$ cat src/rtl/core/bhpq_pkg.sv
// Shared constants, codes and interface structs of the binary heap priority queue.
package bhpq_pkg;

    localparam int CAPACITY = 1024;
    localparam int KEY_W    = 32;
    localparam int ADDR_W   = $clog2(CAPACITY);
    localparam int CNT_W    = $clog2(CAPACITY + 1);

    typedef enum logic [1:0] {
        MODE_PUSH   = 2'd0,
        MODE_POP    = 2'd1,
        MODE_UPDATE = 2'd2
    } mode_t;

    typedef enum logic [1:0] {
        STATUS_OK       = 2'd0,
        STATUS_FULL     = 2'd1,
        STATUS_EMPTY    = 2'd2,
        STATUS_BAD_SLOT = 2'd3
    } status_t;

    typedef enum logic [2:0] {
        ST_IDLE,
        ST_POP_LD,
        ST_UP,
        ST_DN_L,
        ST_DN_R,
        ST_DN_C,
        ST_WRM,
        ST_FIN
    } state_t;

    typedef struct packed {
        logic              we;
        logic [ADDR_W-1:0] waddr;
        logic [KEY_W-1:0]  wdata;
        logic [ADDR_W-1:0] raddr;
    } mem_req_t;

    typedef struct packed {
        logic [KEY_W-1:0] a;
        logic [KEY_W-1:0] b;
    } cmp_req_t;

    // Slot s (1-based) lives at RAM address s-1.
    function automatic logic [ADDR_W-1:0] slot_addr(input logic [CNT_W-1:0] s);
        logic [CNT_W-1:0] t;
        t = s - CNT_W'(1);
        return t[ADDR_W-1:0];
    endfunction

endpackage

$ cat src/rtl/core/bhpq_cmp.sv
// Shared priority comparator: a beats b under the selected heap order.
module bhpq_cmp (
    input  logic               min_order,
    input  bhpq_pkg::cmp_req_t req,
    output logic               beats
);

    always_comb
    begin
        if (min_order)
        begin
            beats = req.a < req.b;
        end
        else
        begin
            beats = req.a > req.b;
        end
    end

endmodule

$ cat config.mk
export PLATFORM = sky130hd
export DESIGN_NAME = bhpq_cmp
export DESIGN_NICKNAME = d
export VERILOG_FILES = /design/src/rtl/core/bhpq_pkg.sv /design/src/rtl/core/bhpq_cmp.sv
export SDC_FILE = /design/constraint.sdc
export NUM_CORES = 1
export LEC_CHECK = 0
export BUFFER_PORTS_ARGS = -buffer_cell sky130_fd_sc_hd__buf_2
export CAP_MARGIN = 20
export CORE_MARGIN = 10
export CORE_UTILIZATION = 45
export DETAILED_ROUTE_END_ITERATION = 10
export GPL_TIMING_DRIVEN = 0
export PLACE_DENSITY = 0.89
export SLEW_MARGIN = 5
export SYNTH_ARGS = -nofsm -noshare
export SYNTH_HDL_FRONTEND = slang
export SYNTH_SLANG_ARGS = --single-unit
$ cat constraint.sdc
create_clock -name vclk -period 6.9
set_input_delay 1.38 -clock vclk [all_inputs]
set_output_delay 1.38 -clock vclk [all_outputs]
set_load 0.02 [all_outputs]
==> impl_results.md <==
- Metal2 WL: 1340 µm
- Most common cell on crit path: buf_2
- Tightest Hold Check Type: in -> out
- Vias: 1,061
- Area leader, netlist: ha_1
- Post-route ant nets: 0
- Seq/Total Area, Yosys: 0%
- Detailed Routing Iterations Pass 1: 4
- Layout cells sized above 1: 36.6%
- Area of the multi-input gates: 692 µm²
- Final min period: 4540 ps
- Setup crit end kind: output pin
- Setup ws final: 2360 ps
- RePlAce Congestion: 0.762
- Synth Cell Area: 816 µm²
- Sw Share: 47.0%
- CP max FO: 4
- Buf/Inv on CP: 3
- Cell with the most instances after synthesis: inv_1
- Initial Utilization: 47.2%
- Rel. slew slack: 75.4%
- Setup Crit Path Kind: in -> out
- Syn_area_per_cell: 6.97 µm²
- Distinct cell type count after synthesis: 18
- Number of global-route vias before repair: 1,153
- Port bufs: 66
- Critical path launch point type: input pin
- CTS resizes: 0
- RSZ-0062 raised after global routing: false
- Largest net degree at the start of global routing: 6
- Peak supply drop: 0.0000277 V
- P_leak: 0.000771 µW
- Final global-route overflow total: 0
- Final setup viols: 0
- Slowest Stage Delay on Critical Path: 530 ps
- Worst-margin pin slew: 366 ps
- Die H: 62.6 µm
- Area added between synthesis and finish: 44.3%
- CP cell instances: buf_2, inv_1, ha_1, nand4_1, or4_1, o21ai_1, mux2_1, buf_2
- Met3 WL post-DR: 201 µm
- Seq_cells: 0
- Pre-CTS setup slack: 2360 ps
- Comb pwr share: 100.0%
- Post-Syn Nets: 214
- Cells after Synth: 117
- Num ports: 66
- Worst Path Required: 5520 ps
- Endpoints failing hold: 0
- Worst EP arrival: 3160 ps
- Fmax: 220 MHz
- Switching pwr: 28.7 µW
- Core area: 1730 µm²
- Period utilisation layout: 65.8%
- DR iter-0 viols: 11
- Synth top area cells: ha_1, inv_1, a21oi_1
- Final TNS setup: 0 ps
- Routed length per placed instance: 12.4 µm
- N_diodes: 0
- Number of remaining DRC errors: 0
- Clock power frac: 0%
- Max-cap violations: 0
- Pint: 32.4 µW
- Nets@finish: 282
- DIE WIDTH: 62.6 µm
- Postcts setup bufs: 0
- Die area: 3920 µm²
- Largest delay share family, worst path: simple AND/OR/NAND/NOR gates
- Reg power frac: 0%
- FF+latch area: 0 µm²
- Cell Pwr Density: 51.9 nW/µm²
- Yosys top cell area share: 49.1%
- Overall routing resource usage: 12.5%
- Routed wire length: 2580 µm
- Status: completed
- Fin. max-slew vios: 0
- Top cells by count, synth: inv_1, ha_1, a21oi_1
- Clock buffers: 0
- Met1 wire length: 992 µm
- Post-CTS Hold Buffers: 0
- Antenna violations before repair: 0
- CP max-delay cell: or4_1
- Highest Signal Layer: met4
- Ys Warns: 0
- Cell Rows: 15
- # fillers: 173
- DR vias/cell: 5.10
- DP HPWL: 2530 µm
- First-pass GRT wire length: 4400 µm
final timing paths:
check    end  depth (start not counted)  startpoint
max    beats                          8     req[27]
min    beats                          3   min_order
power by group through the flow:
stage               logic [µW]  clock network, µW  registers (µW)
global route              71.7                  0               0
finish                    61.2                  0               0
CTS                       62.4                  0               0
detailed placement        62.0                  0               0
floorplan                 34.7                  0               0
global placement          57.7                  0               0
per-layer routing:
metal	vias up	global-route usage (%)
met5	-	0
met1	469	12.1
li1	542	-
met2	44	25.6
met4	0	2.23
met3	6	3.23
final cells by class:
| cell class | count | area share, % |
|---|---|---|
| inverters | 33 | 10.5 |
| multi-input cells | 84 | 58.8 |
| well taps | 25 | 2.66 |
| repair buffers | 66 | 28.1 |
layout by cell type, fill, tap and decap left out, types with 2 or more instances in the layout:
| cell type | n |
|---|---|
| nand3_1 | 4 |
| nand2_1 | 8 |
| nor4_1 | 2 |
| ha_1 | 32 |
| nor2_1 | 3 |
| nand4_1 | 6 |
| buf_2 | 66 |
| a21oi_1 | 14 |
| o21ai_0 | 4 |
| a21o_1 | 2 |
| inv_1 | 33 |
| a221o_1 | 2 |
kinds of logic (layout without fill, tap and decap cells):
kind of cell | Yosys count | after routing | synth area share [%]
buffers and inverters | 33 | 99 | 15.2
adder cells (fa/ha/maj) | 32 | 32 | 49.1
AO/OA/AOI/OAI | 26 | 26 | 19.2
AND/OR/NAND/NOR | 25 | 25 | 15.2
multiplexers | 1 | 1 | 1.38
metrics by stage:
step                      std cells  area, µm²  hold WS (ps)  util (%)  total power, µW
after floorplan                 117        816          2970         -             34.7
after global placement          208       1180          3110      68.2             57.7
after detailed placement        208       1180          3120      68.2             62.0
after CTS                       208       1180          3120      68.2             62.4
after global routing            208       1180          3150      68.2             71.7
final                           208       1180          3120      68.2             61.2
Note: power is estimated with default switching activity, not from simulation.
