$ cat src/rtl/core/bhpq_pkg.sv
// Shared constants, codes and interface structs of the binary heap priority queue.
package bhpq_pkg;

    localparam int CAPACITY = 1024;
    localparam int KEY_W    = 32;
    localparam int ADDR_W   = $clog2(CAPACITY);
    localparam int CNT_W    = $clog2(CAPACITY + 1);

    typedef enum logic [1:0] {
        MODE_PUSH   = 2'd0,
        MODE_POP    = 2'd1,
        MODE_UPDATE = 2'd2
    } mode_t;

    typedef enum logic [1:0] {
        STATUS_OK       = 2'd0,
        STATUS_FULL     = 2'd1,
        STATUS_EMPTY    = 2'd2,
        STATUS_BAD_SLOT = 2'd3
    } status_t;

    typedef enum logic [2:0] {
        ST_IDLE,
        ST_POP_LD,
        ST_UP,
        ST_DN_L,
        ST_DN_R,
        ST_DN_C,
        ST_WRM,
        ST_FIN
    } state_t;

    typedef struct packed {
        logic              we;
        logic [ADDR_W-1:0] waddr;
        logic [KEY_W-1:0]  wdata;
        logic [ADDR_W-1:0] raddr;
    } mem_req_t;

    typedef struct packed {
        logic [KEY_W-1:0] a;
        logic [KEY_W-1:0] b;
    } cmp_req_t;

    // Slot s (1-based) lives at RAM address s-1.
    function automatic logic [ADDR_W-1:0] slot_addr(input logic [CNT_W-1:0] s);
        logic [CNT_W-1:0] t;
        t = s - CNT_W'(1);
        return t[ADDR_W-1:0];
    endfunction

endpackage

$ cat src/rtl/core/bhpq_ctrl.sv
// Heap sequencer: command decode, sift-up and sift-down walks, count and result registers.
module bhpq_ctrl (
    input  logic                          clk,
    input  logic                          rst_n,
    input  logic                          start,
    input  logic [1:0]                    mode,
    input  logic [bhpq_pkg::KEY_W-1:0]    key_value,
    input  logic [bhpq_pkg::CNT_W-1:0]    slot_index,
    input  logic [bhpq_pkg::KEY_W-1:0]    rdata,
    input  logic                          beats,
    output bhpq_pkg::mem_req_t            mem,
    output bhpq_pkg::cmp_req_t            cmp,
    output logic                          busy,
    output logic                          done,
    output logic [bhpq_pkg::KEY_W-1:0]    popped_value,
    output logic [bhpq_pkg::KEY_W-1:0]    top_value,
    output logic                          not_empty,
    output logic [bhpq_pkg::CNT_W-1:0]    entry_count,
    output logic [1:0]                    status
);

    localparam int CW = bhpq_pkg::CNT_W;
    localparam int KW = bhpq_pkg::KEY_W;

    bhpq_pkg::state_t  state_reg, state_next;
    bhpq_pkg::status_t status_reg, status_next;
    logic [CW-1:0]     cnt_reg, cnt_next;
    logic [CW-1:0]     pos_reg, pos_next;
    logic [CW-1:0]     kid_pos_reg, kid_pos_next;
    logic [KW-1:0]     mov_reg, mov_next;
    logic [KW-1:0]     kid_key_reg, kid_key_next;
    logic [KW-1:0]     popped_reg, popped_next;
    logic [KW-1:0]     top_reg;
    logic              upd_reg, upd_next;
    logic              done_reg, done_next;

    logic [CW:0]       pos_x2;
    logic [CW:0]       kid_x2;
    logic [CW-1:0]     cnt_inc;
    logic [CW-1:0]     parent;

    assign pos_x2  = {pos_reg, 1'b0};
    assign kid_x2  = {kid_pos_reg, 1'b0};
    assign cnt_inc = cnt_reg + CW'(1);
    assign parent  = pos_reg >> 1;

    always_ff @(posedge clk or negedge rst_n)
    begin
        if (!rst_n)
        begin
            state_reg  <= bhpq_pkg::ST_IDLE;
            cnt_reg    <= '0;
            done_reg   <= 1'b0;
            upd_reg    <= 1'b0;
        end
        else
        begin
            state_reg  <= state_next;
            cnt_reg    <= cnt_next;
            done_reg   <= done_next;
            upd_reg    <= upd_next;
        end
    end

    always_ff @(posedge clk)
    begin
        pos_reg     <= pos_next;
        kid_pos_reg <= kid_pos_next;
        mov_reg     <= mov_next;
        kid_key_reg <= kid_key_next;
        popped_reg  <= popped_next;
        status_reg  <= status_next;
        // slot 1 is mirrored so pop and the result need no extra read
        if (mem.we && mem.waddr == bhpq_pkg::slot_addr(CW'(1)))
        begin
            top_reg <= mem.wdata;
        end
    end

    always_comb
    begin
        state_next   = state_reg;
        cnt_next     = cnt_reg;
        pos_next     = pos_reg;
        kid_pos_next = kid_pos_reg;
        mov_next     = mov_reg;
        kid_key_next = kid_key_reg;
        popped_next  = popped_reg;
        status_next  = status_reg;
        upd_next     = upd_reg;
        done_next    = 1'b0;
        mem.we       = 1'b0;
        mem.waddr    = bhpq_pkg::slot_addr(pos_reg);
        mem.wdata    = mov_reg;
        mem.raddr    = '0;
        cmp.a        = mov_reg;
        cmp.b        = rdata;

        unique case (state_reg)
            bhpq_pkg::ST_IDLE:
            begin
                if (start)
                begin
                    popped_next = '0;
                    status_next = bhpq_pkg::STATUS_OK;
                    upd_next    = 1'b0;
                    unique case (mode)
                        bhpq_pkg::MODE_PUSH:
                        begin
                            if (cnt_reg == CW'(bhpq_pkg::CAPACITY))
                            begin
                                status_next = bhpq_pkg::STATUS_FULL;
                                state_next  = bhpq_pkg::ST_FIN;
                            end
                            else
                            begin
                                cnt_next = cnt_inc;
                                mov_next = key_value;
                                pos_next = cnt_inc;
                                if (cnt_reg == '0)
                                begin
                                    state_next = bhpq_pkg::ST_WRM;
                                end
                                else
                                begin
                                    mem.raddr  = bhpq_pkg::slot_addr(cnt_inc >> 1);
                                    state_next = bhpq_pkg::ST_UP;
                                end
                            end
                        end
                        bhpq_pkg::MODE_POP:
                        begin
                            if (cnt_reg == '0)
                            begin
                                status_next = bhpq_pkg::STATUS_EMPTY;
                                state_next  = bhpq_pkg::ST_FIN;
                            end
                            else
                            begin
                                popped_next = top_reg;
                                cnt_next    = cnt_reg - CW'(1);
                                if (cnt_reg == CW'(1))
                                begin
                                    state_next = bhpq_pkg::ST_FIN;
                                end
                                else
                                begin
                                    // fetch the last entry; it moves to the root
                                    mem.raddr  = bhpq_pkg::slot_addr(cnt_reg);
                                    state_next = bhpq_pkg::ST_POP_LD;
                                end
                            end
                        end
                        bhpq_pkg::MODE_UPDATE:
                        begin
                            if (slot_index == '0 || slot_index > cnt_reg)
                            begin
                                status_next = bhpq_pkg::STATUS_BAD_SLOT;
                                state_next  = bhpq_pkg::ST_FIN;
                            end
                            else
                            begin
                                mov_next = key_value;
                                pos_next = slot_index;
                                if (slot_index == CW'(1))
                                begin
                                    if (cnt_reg >= CW'(2))
                                    begin
                                        mem.raddr  = bhpq_pkg::slot_addr(CW'(2));
                                        state_next = bhpq_pkg::ST_DN_L;
                                    end
                                    else
                                    begin
                                        state_next = bhpq_pkg::ST_WRM;
                                    end
                                end
                                else
                                begin
                                    // first parent compare decides up or down
                                    upd_next   = 1'b1;
                                    mem.raddr  = bhpq_pkg::slot_addr(slot_index >> 1);
                                    state_next = bhpq_pkg::ST_UP;
                                end
                            end
                        end
                        default:
                        begin
                            state_next = bhpq_pkg::ST_FIN;
                        end
                    endcase
                end
            end
            bhpq_pkg::ST_POP_LD:
            begin
                mov_next = rdata;
                pos_next = CW'(1);
                if (cnt_reg >= CW'(2))
                begin
                    mem.raddr  = bhpq_pkg::slot_addr(CW'(2));
                    state_next = bhpq_pkg::ST_DN_L;
                end
                else
                begin
                    state_next = bhpq_pkg::ST_WRM;
                end
            end
            bhpq_pkg::ST_UP:
            begin
                cmp.a = mov_reg;
                cmp.b = rdata;
                if (beats)
                begin
                    mem.we    = 1'b1;
                    mem.wdata = rdata;
                    pos_next  = parent;
                    upd_next  = 1'b0;
                    if (parent == CW'(1))
                    begin
                        state_next = bhpq_pkg::ST_WRM;
                    end
                    else
                    begin
                        mem.raddr = bhpq_pkg::slot_addr(parent >> 1);
                    end
                end
                else if (upd_reg && pos_x2 <= {1'b0, cnt_reg})
                begin
                    upd_next   = 1'b0;
                    mem.raddr  = bhpq_pkg::slot_addr(pos_x2[CW-1:0]);
                    state_next = bhpq_pkg::ST_DN_L;
                end
                else
                begin
                    mem.we     = 1'b1;
                    upd_next   = 1'b0;
                    done_next  = 1'b1;
                    state_next = bhpq_pkg::ST_IDLE;
                end
            end
            bhpq_pkg::ST_DN_L:
            begin
                kid_key_next = rdata;
                kid_pos_next = pos_x2[CW-1:0];
                if (pos_x2 < {1'b0, cnt_reg})
                begin
                    mem.raddr  = bhpq_pkg::slot_addr(pos_x2[CW-1:0] + CW'(1));
                    state_next = bhpq_pkg::ST_DN_R;
                end
                else
                begin
                    state_next = bhpq_pkg::ST_DN_C;
                end
            end
            bhpq_pkg::ST_DN_R:
            begin
                // right child wins only when strictly better
                cmp.a = rdata;
                cmp.b = kid_key_reg;
                if (beats)
                begin
                    kid_key_next = rdata;
                    kid_pos_next = kid_pos_reg + CW'(1);
                end
                state_next = bhpq_pkg::ST_DN_C;
            end
            bhpq_pkg::ST_DN_C:
            begin
                cmp.a = kid_key_reg;
                cmp.b = mov_reg;
                mem.we = 1'b1;
                if (beats)
                begin
                    mem.wdata = kid_key_reg;
                    pos_next  = kid_pos_reg;
                    if (kid_x2 <= {1'b0, cnt_reg})
                    begin
                        mem.raddr  = bhpq_pkg::slot_addr(kid_x2[CW-1:0]);
                        state_next = bhpq_pkg::ST_DN_L;
                    end
                    else
                    begin
                        state_next = bhpq_pkg::ST_WRM;
                    end
                end
                else
                begin
                    done_next  = 1'b1;
                    state_next = bhpq_pkg::ST_IDLE;
                end
            end
            bhpq_pkg::ST_WRM:
            begin
                mem.we     = 1'b1;
                done_next  = 1'b1;
                state_next = bhpq_pkg::ST_IDLE;
            end
            bhpq_pkg::ST_FIN:
            begin
                // requests answered without a heap walk still hold off the next one
                done_next  = 1'b1;
                state_next = bhpq_pkg::ST_IDLE;
            end
            default:
            begin
                state_next = bhpq_pkg::ST_IDLE;
            end
        endcase
    end

    assign busy         = state_reg != bhpq_pkg::ST_IDLE;
    assign done         = done_reg;
    assign popped_value = popped_reg;
    assign not_empty    = cnt_reg != '0;
    assign top_value    = (cnt_reg != '0) ? top_reg : '0;
    assign entry_count  = cnt_reg;
    assign status       = status_reg;

`ifndef SYNTHESIS
    a_cnt_range: assert property (@(posedge clk) disable iff (!rst_n)
        cnt_reg <= CW'(bhpq_pkg::CAPACITY))
        else $error("entry count above capacity");

    a_done_idle: assert property (@(posedge clk) disable iff (!rst_n)
        done_reg |-> state_reg == bhpq_pkg::ST_IDLE)
        else $error("result strobe while sequencer busy");

    a_write_in_range: assert property (@(posedge clk) disable iff (!rst_n)
        mem.we |-> (pos_reg != '0 && pos_reg <= cnt_reg))
        else $error("heap write outside occupied slots");

    a_error_no_change: assert property (@(posedge clk) disable iff (!rst_n)
        (done_reg && status_reg != bhpq_pkg::STATUS_OK) |-> $stable(cnt_reg))
        else $error("rejected request changed the count");
`endif

endmodule

$ cat config.mk
export PLATFORM = sky130hd
export DESIGN_NAME = bhpq_ctrl
export DESIGN_NICKNAME = d
export VERILOG_FILES = /design/src/rtl/core/bhpq_pkg.sv /design/src/rtl/core/bhpq_ctrl.sv
export SDC_FILE = /design/constraint.sdc
export NUM_CORES = 1
export LEC_CHECK = 0
export BUFFER_PORTS_ARGS = -buffer_cell sky130_fd_sc_hd__buf_2
export CAP_MARGIN = 20
export CORE_MARGIN = 8
export CORE_UTILIZATION = 25
export CTS_CLUSTER_DIAMETER = 40
export DETAILED_ROUTE_END_ITERATION = 12
export MAX_ROUTING_LAYER = met4
export REMOVE_ABC_BUFFERS = 1
export SYNTH_ARGS = -nofsm -noshare
export SYNTH_HDL_FRONTEND = slang
export SYNTH_SLANG_ARGS = --single-unit
export TNS_END_PERCENT = 100
$ cat constraint.sdc
create_clock -name clk -period 5.8 [get_ports clk]
set_clock_uncertainty 0.1 [all_clocks]
set_input_delay 0.58 -clock clk [delete_from_list [all_inputs] [get_ports clk]]
set_output_delay 0.58 -clock clk [all_outputs]
set_load 0.02 [all_outputs]
==> results.rst, run 1 <==
.. list-table::
   :header-rows: 1

   * - Metric
     - Value
   * - Maximum number of pins on one net before global-route repair
     - 73
   * - Drt initial violations
     - 847
   * - Crit path from
     - entry_count[0]$_DFFE_PN0P_
   * - Clock Tree Buf Depth
     - 2
   * - Hold_buf cts
     - 1
   * - Post-cts repair resize count
     - 0
   * - Worst hold slack after final layout
     - about 0.25 ns
   * - Number of nets in the final layout
     - roughly 1600
   * - Class of the tightest hold or removal check
     - input port to flip-flop
   * - Share of synthesized area occupied by flip-flops and latches
     - between 40% and 50%
   * - Highest attainable clock frequency
     - between 200 and 250 MHz
   * - Post-route standard cell area excluding fillers
     - roughly 14000 um2
   * - Number of flops mapped to enable cells by yosys
     - 152
   * - Number of max-capacitance violations reported
     - 0
   * - Overall die area
     - around 55000 um2
   * - Beginning of the worst register-to-register path
     - entry_count[6]$_DFFE_PN0P_
   * - Cell Area, Synth
     - roughly 12000 um2
   * - Die Wd
     - 233.9 um
   * - Number of buffers added for setup after CTS
     - 0
   * - RSZ-0062 raised after global routing
     - false
   * - Portion of synthesized cell area occupied by the leading cell type
     - approximately two fifths
   * - Total CTS buffers
     - 17
   * - Most frequently used cell type in the post-synthesis netlist
     - sky130_fd_sc_hd__edfxtp_1
   * - Wire length of the first global-routing pass
     - roughly 67000 um
   * - Cell area after placement
     - around 14000 um2
   * - Top cells by area, synth
     - sky130_fd_sc_hd__edfxtp_1, sky130_fd_sc_hd__mux2i_1, sky130_fd_sc_hd__a22o_1
   * - Setup CP Type
     - flip-flop to primary output
   * - Final GP Congestion
     - about 0.96
   * - Final setup TNS
     - 0 ns
   * - Core region area
     - 47350 um2
   * - Crit path launch type
     - flip-flop
   * - Clock edge transition at the registers on the reported setup and hold paths
     - 0.08 ns
   * - Max-slew violation count
     - 0
   * - Vias per cell
     - 5.146
   * - DRC viols
     - 0
   * - Critical Path Sink Type
     - primary output
   * - Setup violation total in the final timing report
     - 0
   * - Total congestion overflow
     - 0
   * - Initial Utilization
     - 25.06%
   * - Commonest cells in the synthesized netlist
     - sky130_fd_sc_hd__edfxtp_1, sky130_fd_sc_hd__nand2_1, sky130_fd_sc_hd__o21ai_0
   * - Actual transition at the worst max-transition pin
     - 1.016 ns
   * - Vias
     - 10660
   * - Required time reported for the critical path endpoint
     - approximately 5.1 ns
   * - Root Buffer Master
     - sky130_fd_sc_hd__clkbuf_16
   * - CTS tree
     - done
   * - Largest vdd supply drop
     - between 0.2 and 0.3 mV
   * - Area growth syn-to-layout
     - 21.65%
   * - Detailed Place HPWL
     - between 30000 and 40000 um
   * - First-pass DRT Iterations
     - 5
   * - Run status
     - complete, no violations
   * - Final count of hold timing violations
     - 0
   * - Leakage power figure
     - around 5.8 nW
   * - Synthesized instance count
     - roughly 1200
   * - Max_slew headroom
     - between 30% and 40%
   * - Detail Route Antenna Nets
     - 0
   * - Number of input and output port buffers inserted
     - 277
   * - Wire length after detailed routing
     - 46600 um
   * - Total power per unit cell area
     - ~530 nW/um2
   * - Worst hold path startpoint
     - rdata[26]
   * - H-tree depth
     - 4
   * - Number of sinks driven by the clock tree
     - approximately 170
   * - Critical-path maximum fanout
     - 19
   * - Flip-flop cell with the highest count after synthesis
     - sky130_fd_sc_hd__edfxtp_1
   * - Initial antenna violation count
     - 3
   * - Power after layout
     - roughly 7.7 mW
   * - Min Clock Period, post-route
     - about 5 ns
   * - Via count of the first global-routing pass
     - 10600
   * - Largest area contributor in the netlist
     - sky130_fd_sc_hd__edfxtp_1
   * - Proportion of register bits with asynchronous set or reset after synthesis
     - a little under a tenth
   * - Arrival time reported for the critical path endpoint
     - approximately 4.2 ns
   * - Number of flip-flops and latches in the synthesized netlist
     - 168
   * - Mean Syn Cell Area
     - ~9.7 um2
   * - Average wire per cell in the routed design
     - approximately 23 um
   * - Global routing usage summed across all routing layers
     - ~17%
   * - IO Count
     - ~280
   * - Post-synthesis cell type count
     - 78
   * - Share of final-layout standard cells stronger than drive strength 1
     - approximately 27%
   * - Skew-Pair Late Insertion Delay
     - approximately 0.46 ns
   * - Die outline height
     - 233.9 um
   * - Core Rows
     - 80
   * - Total number of yosys warnings
     - 0
   * - Share of the clock period used by the worst path after layout
     - ~84%
[placed cells by master, fill, tap and decap left out, types with 17 or more instances in the layout]
master / Yosys / routed
sky130_fd_sc_hd__xnor2_1: 43 / 43
sky130_fd_sc_hd__nor2b_1: 32 / 32
sky130_fd_sc_hd__mux2_2: 34 / 34
sky130_fd_sc_hd__ha_1: 42 / 42
sky130_fd_sc_hd__edfxtp_1: 152 / 152
sky130_fd_sc_hd__a22o_1: 64 / 64
sky130_fd_sc_hd__nor3_1: 22 / 21
sky130_fd_sc_hd__o21ai_0: 97 / 97
sky130_fd_sc_hd__xor2_1: 21 / 21
sky130_fd_sc_hd__nand2_1: 124 / 124
sky130_fd_sc_hd__inv_1: 37 / 37
sky130_fd_sc_hd__and2_1: 40 / 40
sky130_fd_sc_hd__clkbuf_16: 0 / 17
sky130_fd_sc_hd__buf_2: 2 / 277
sky130_fd_sc_hd__nor2_1: 67 / 65
sky130_fd_sc_hd__mux2i_1: 72 / 72
sky130_fd_sc_hd__buf_4: 1 / 17
sky130_fd_sc_hd__a21oi_1: 58 / 58
[power by group]
group	internal (mW)	switching (mW)
clock	0.620	0.607
combinational	1.44	2.71
sequential	1.78	0.509
[path summary, 6_finish.rpt]
| kind | cells after the start | end | slack (ns) |
|---|---|---|---|
| hold / removal | 1 | kid_key_reg[26]$_DFFE_PP_ | 0.25 |
| max in group asynchronous | 2 | state_reg[0]$_DFFE_PN0P_ | 4.77 |
| min in group asynchronous | 2 | entry_count[4]$_DFFE_PN0P_ | 0.49 |
| setup / recovery | 11 | mem[8] | 0.94 |
| hold reg to reg | 1 | popped_value[15]$_SDFFCE_PP0P_ | 0.45 |
| setup reg to reg | 8 | mov_reg[7]$_DFFE_PP_ | 1.20 |
[logic make-up after synthesis]
family / synth area share [%]
fa+ha+maj: 4.428
xor+xnor: 4.724
mux: 9.300
compound gates: 18.08
simple gates: 17.20
buf+inv: 4.428
flops: 41.84
[per-stage QoR]
| step | setup slack, ns | utilization [%] | cells |
|---|---|---|---|
| global route | 0.7495 | 30.49 | 2071 |
| finish | 0.9418 | 30.49 | 2071 |
| CTS | 0.9676 | 30.46 | 2067 |
| detailed placement | 1.211 | 29.17 | 2034 |
| floorplan | -0.9626 | - | 1126 |
| global placement | 1.438 | 29.17 | 2034 |
[final cells by class]
type	count	area, um2
Fill cell	4967	32910
Multi-Input combinational cell	919	6417
Sequential cell	168	4969
Timing Repair Buffer	295	1524
Tap cell	615	769.5
Clock buffer	17	425.4
Clock inverter	15	175.2
Inverter	39	147.6
Antenna cell	3	7.507
[critical path, stage by stage (launching register included)]
cell	delay, ns
sky130_fd_sc_hd__dfrtp_1	0.79
sky130_fd_sc_hd__inv_1	0.20
sky130_fd_sc_hd__ha_1	0.41
sky130_fd_sc_hd__inv_1	0.12
sky130_fd_sc_hd__ha_1	0.29
sky130_fd_sc_hd__or4b_2	0.61
sky130_fd_sc_hd__o32ai_1	0.17
sky130_fd_sc_hd__a31oi_1	0.13
sky130_fd_sc_hd__a21oi_1	0.20
sky130_fd_sc_hd__mux2i_1	0.34
sky130_fd_sc_hd__o2111ai_1	0.22
sky130_fd_sc_hd__buf_2	0.22
[layer usage]
layer  GRT usage, %  vias to the layer above  wire, um
li1               -                     4968         -
met1          20.81                     5251     20310
met2          27.65                      366     22900
met3          3.097                       73      2263
met4          5.349                        0      1123
met5              -                        -         0
Power figures use the tool's default switching activity.
==> run 2, diff against run 1 <==
==> constraint.sdc (replaced) <==
create_clock -name clk -period 4.9 [get_ports clk]
set_clock_uncertainty 0.1 [all_clocks]
set_input_delay 0.49 -clock clk [delete_from_list [all_inputs] [get_ports clk]]
set_output_delay 0.49 -clock clk [all_outputs]
set_load 0.02 [all_outputs]
==> results.rst, run 2 (synthesis results as in run 1) <==
.. list-table::
   :header-rows: 1

   * - Metric
     - Value
   * - Highest attainable clock frequency
     - approximately 220 MHz
   * - Global routing usage summed across all routing layers
     - 17.26%
   * - Switching share of total power
     - roughly half
   * - Total power per unit cell area
     - just over 600 nW/um2
   * - Average wire per cell in the routed design
     - approximately 23 um
   * - Number of buffers added for setup after CTS
     - 0
   * - Die outline height
     - 233.9 um
   * - Number of sinks driven by the clock tree
     - about 170
   * - Max_slew headroom
     - a little over a third
   * - Share of final-layout standard cells stronger than drive strength 1
     - a little over a quarter
   * - Number of nets in the final layout
     - roughly 1600
   * - Drt initial violations
     - ~730
   * - Area growth syn-to-layout
     - 22.08%
   * - Final setup TNS
     - 0 ns
   * - Register share of total power
     - around 29%
   * - Worst hold slack after final layout
     - 0.1436 ns
   * - Post-Route Utilization
     - a little under a third
   * - Share of the clock period used by the worst path after layout
     - between 90% and 100%
   * - Cell area after placement
     - approximately 14000 um2
   * - Root Buffer Master
     - sky130_fd_sc_hd__clkbuf_16
   * - Crit path from
     - entry_count[1]$_DFFE_PN0P_
   * - First-pass DRT Iterations
     - 5
   * - Total CTS buffers
     - 17
   * - Run status
     - complete, no violations
   * - Arrival time reported for the critical path endpoint
     - 3.99 ns
   * - Skew-Pair Late Insertion Delay
     - about 0.48 ns
   * - Detail Route Antenna Nets
     - 0
   * - Number of input and output port buffers inserted
     - 277
   * - P_int
     - approximately 4.5 mW
   * - Worst hold path startpoint
     - rdata[20]
   * - Filler cell count
     - 4931
   * - Clock Tree Buf Depth
     - 2
   * - Maximum number of pins on one net before global-route repair
     - 73
   * - Largest vdd supply drop
     - between 0.2 and 0.3 mV
   * - Top layer in use
     - met4
   * - Vias per cell
     - 5.134
   * - Reg area
     - around 5000 um2
   * - H-tree depth
     - 4
   * - Filler-free cell count of the finished design
     - between 2000 and 2500
   * - Class of the tightest hold or removal check
     - input port to flip-flop
   * - Switching power total
     - 4.487 mW
   * - Cells after DPL
     - 2042
   * - Area taken by multi-input logic gates
     - 6426 um2
   * - DRC viols
     - 0
   * - Post-route standard cell area excluding fillers
     - 14490 um2
   * - Commonest cells after routing, fill and taps aside
     - sky130_fd_sc_hd__buf_2, sky130_fd_sc_hd__edfxtp_1, sky130_fd_sc_hd__nand2_1, sky130_fd_sc_hd__o21ai_0, sky130_fd_sc_hd__mux2i_1
   * - IO Count
     - between 200 and 300
   * - Core Rows
     - 80
   * - Total met2 wirelength after detailed routing
     - 23060 um
   * - Leakage power figure
     - between 5 and 6 nW
   * - Initial Utilization
     - approximately a quarter
   * - Total congestion overflow
     - 0
   * - Overall die area
     - 54690 um2
   * - Post-route met1 wirelength
     - ~20000 um
   * - Wire length of the first global-routing pass
     - between 60000 and 70000 um
   * - Length in cells of the worst reg-to-reg path
     - 9
   * - Max-slew violation count
     - 0
   * - Setup violation total in the final timing report
     - 0
   * - Most common cell after layout, fill and taps aside
     - sky130_fd_sc_hd__buf_2
   * - Actual transition at the worst max-transition pin
     - roughly 0.96 ns
   * - RSZ-0062 raised after global routing
     - false
   * - Pre-CTS setup slack
     - around 0.57 ns
   * - Die Wd
     - around 230 um
   * - Detailed Place HPWL
     - about 35000 um
   * - Wire length after detailed routing
     - 46870 um
   * - Routed wl met3
     - about 2500 um
   * - CTS tree
     - done
   * - Via count of the first global-routing pass
     - between 10000 and 15000
   * - Power after layout
     - between 9 and 10 mW
   * - Initial antenna violation count
     - 2
   * - Share of power burned in combinational logic
     - a little under three fifths
   * - Core region area
     - roughly 47000 um2
   * - Min Clock Period, post-route
     - 4.578 ns
   * - Final GP Congestion
     - between 0.9 and 1
   * - Beginning of the worst register-to-register path
     - entry_count[6]$_DFFE_PN0P_
   * - Crit path launch type
     - flip-flop
   * - Clock edge transition at the registers on the reported setup and hold paths
     - ~0.080 ns
   * - Final count of hold timing violations
     - 0
   * - Number of max-capacitance violations reported
     - 0
   * - Critical Path Sink Type
     - primary output
   * - Least setup slack across all paths after layout
     - 0.3215 ns
   * - Vias
     - about 11000
   * - Clock share of power
     - roughly 16%
   * - Required time reported for the critical path endpoint
     - about 4.3 ns
   * - Critical-path maximum fanout
     - 15
   * - Setup CP Type
     - flip-flop to primary output
   * - Number of cells on the worst hold path
     - 1
run 2: cell count changes in the layout (fill, tap and decap cells not counted), sizes merged:
cell	previous run	this run
buf	294	301
clkinv	7	6
clkinvlp	0	1
diode	3	1
run 2: final cells by class:
type	instances	area share (%)
antenna	1	0.01727
tap	615	5.312
sequential	168	34.30
clock inverter	15	1.088
multi-input combinational	919	44.36
timing repair buffer	302	10.97
clock buffer	17	2.937
inverter	39	1.019
run 2: power by group through the flow:
stage	sequential (mW)	combinational (mW)	clock (mW)
after floorplan	2.71	3.07	0
after global placement	2.65	4.97	0
after detailed placement	2.67	4.98	0
after CTS	2.63	5.00	1.46
after global routing	2.71	5.40	1.51
final	2.64	4.98	1.41
run 2: metal layers:
metal,GRT usage [%],up-vias
met4,4.975,0
met1,21.87,5216
li1,-,4988
met2,27.92,401
met5,-,-
met3,3.242,54
run 2: critical path, cell delays in order, from the launching register on:
cell and delay (ns):
sky130_fd_sc_hd__dfrtp_1 0.60, sky130_fd_sc_hd__inv_1 0.24, sky130_fd_sc_hd__ha_1 0.40, sky130_fd_sc_hd__inv_1 0.13
sky130_fd_sc_hd__ha_1 0.28, sky130_fd_sc_hd__or4b_2 0.60, sky130_fd_sc_hd__o32ai_1 0.17, sky130_fd_sc_hd__a31oi_1 0.14
sky130_fd_sc_hd__a21o_1 0.20, sky130_fd_sc_hd__a211oi_1 0.37, sky130_fd_sc_hd__nand3_1 0.18, sky130_fd_sc_hd__buf_2 0.19
run 2: worst paths after layout:
check / slack [ns] / end
min in group asynchronous: 0.42 / entry_count[3]$_DFFE_PN0P_
setup / recovery: 0.32 / mem[6]
max in group asynchronous: 3.92 / state_reg[0]$_DFFE_PN0P_
hold / removal: 0.14 / kid_key_reg[20]$_DFFE_PP_
hold reg to reg: 0.43 / popped_value[4]$_SDFFCE_PP0P_
setup reg to reg: 0.55 / mov_reg[7]$_DFFE_PP_
run 2: what timing repair did:
item                       CTS  global route
resized for setup            0             1
hold endpoints to repair    16             0
hold buffers                 1             0
setup endpoints to repair    0             1
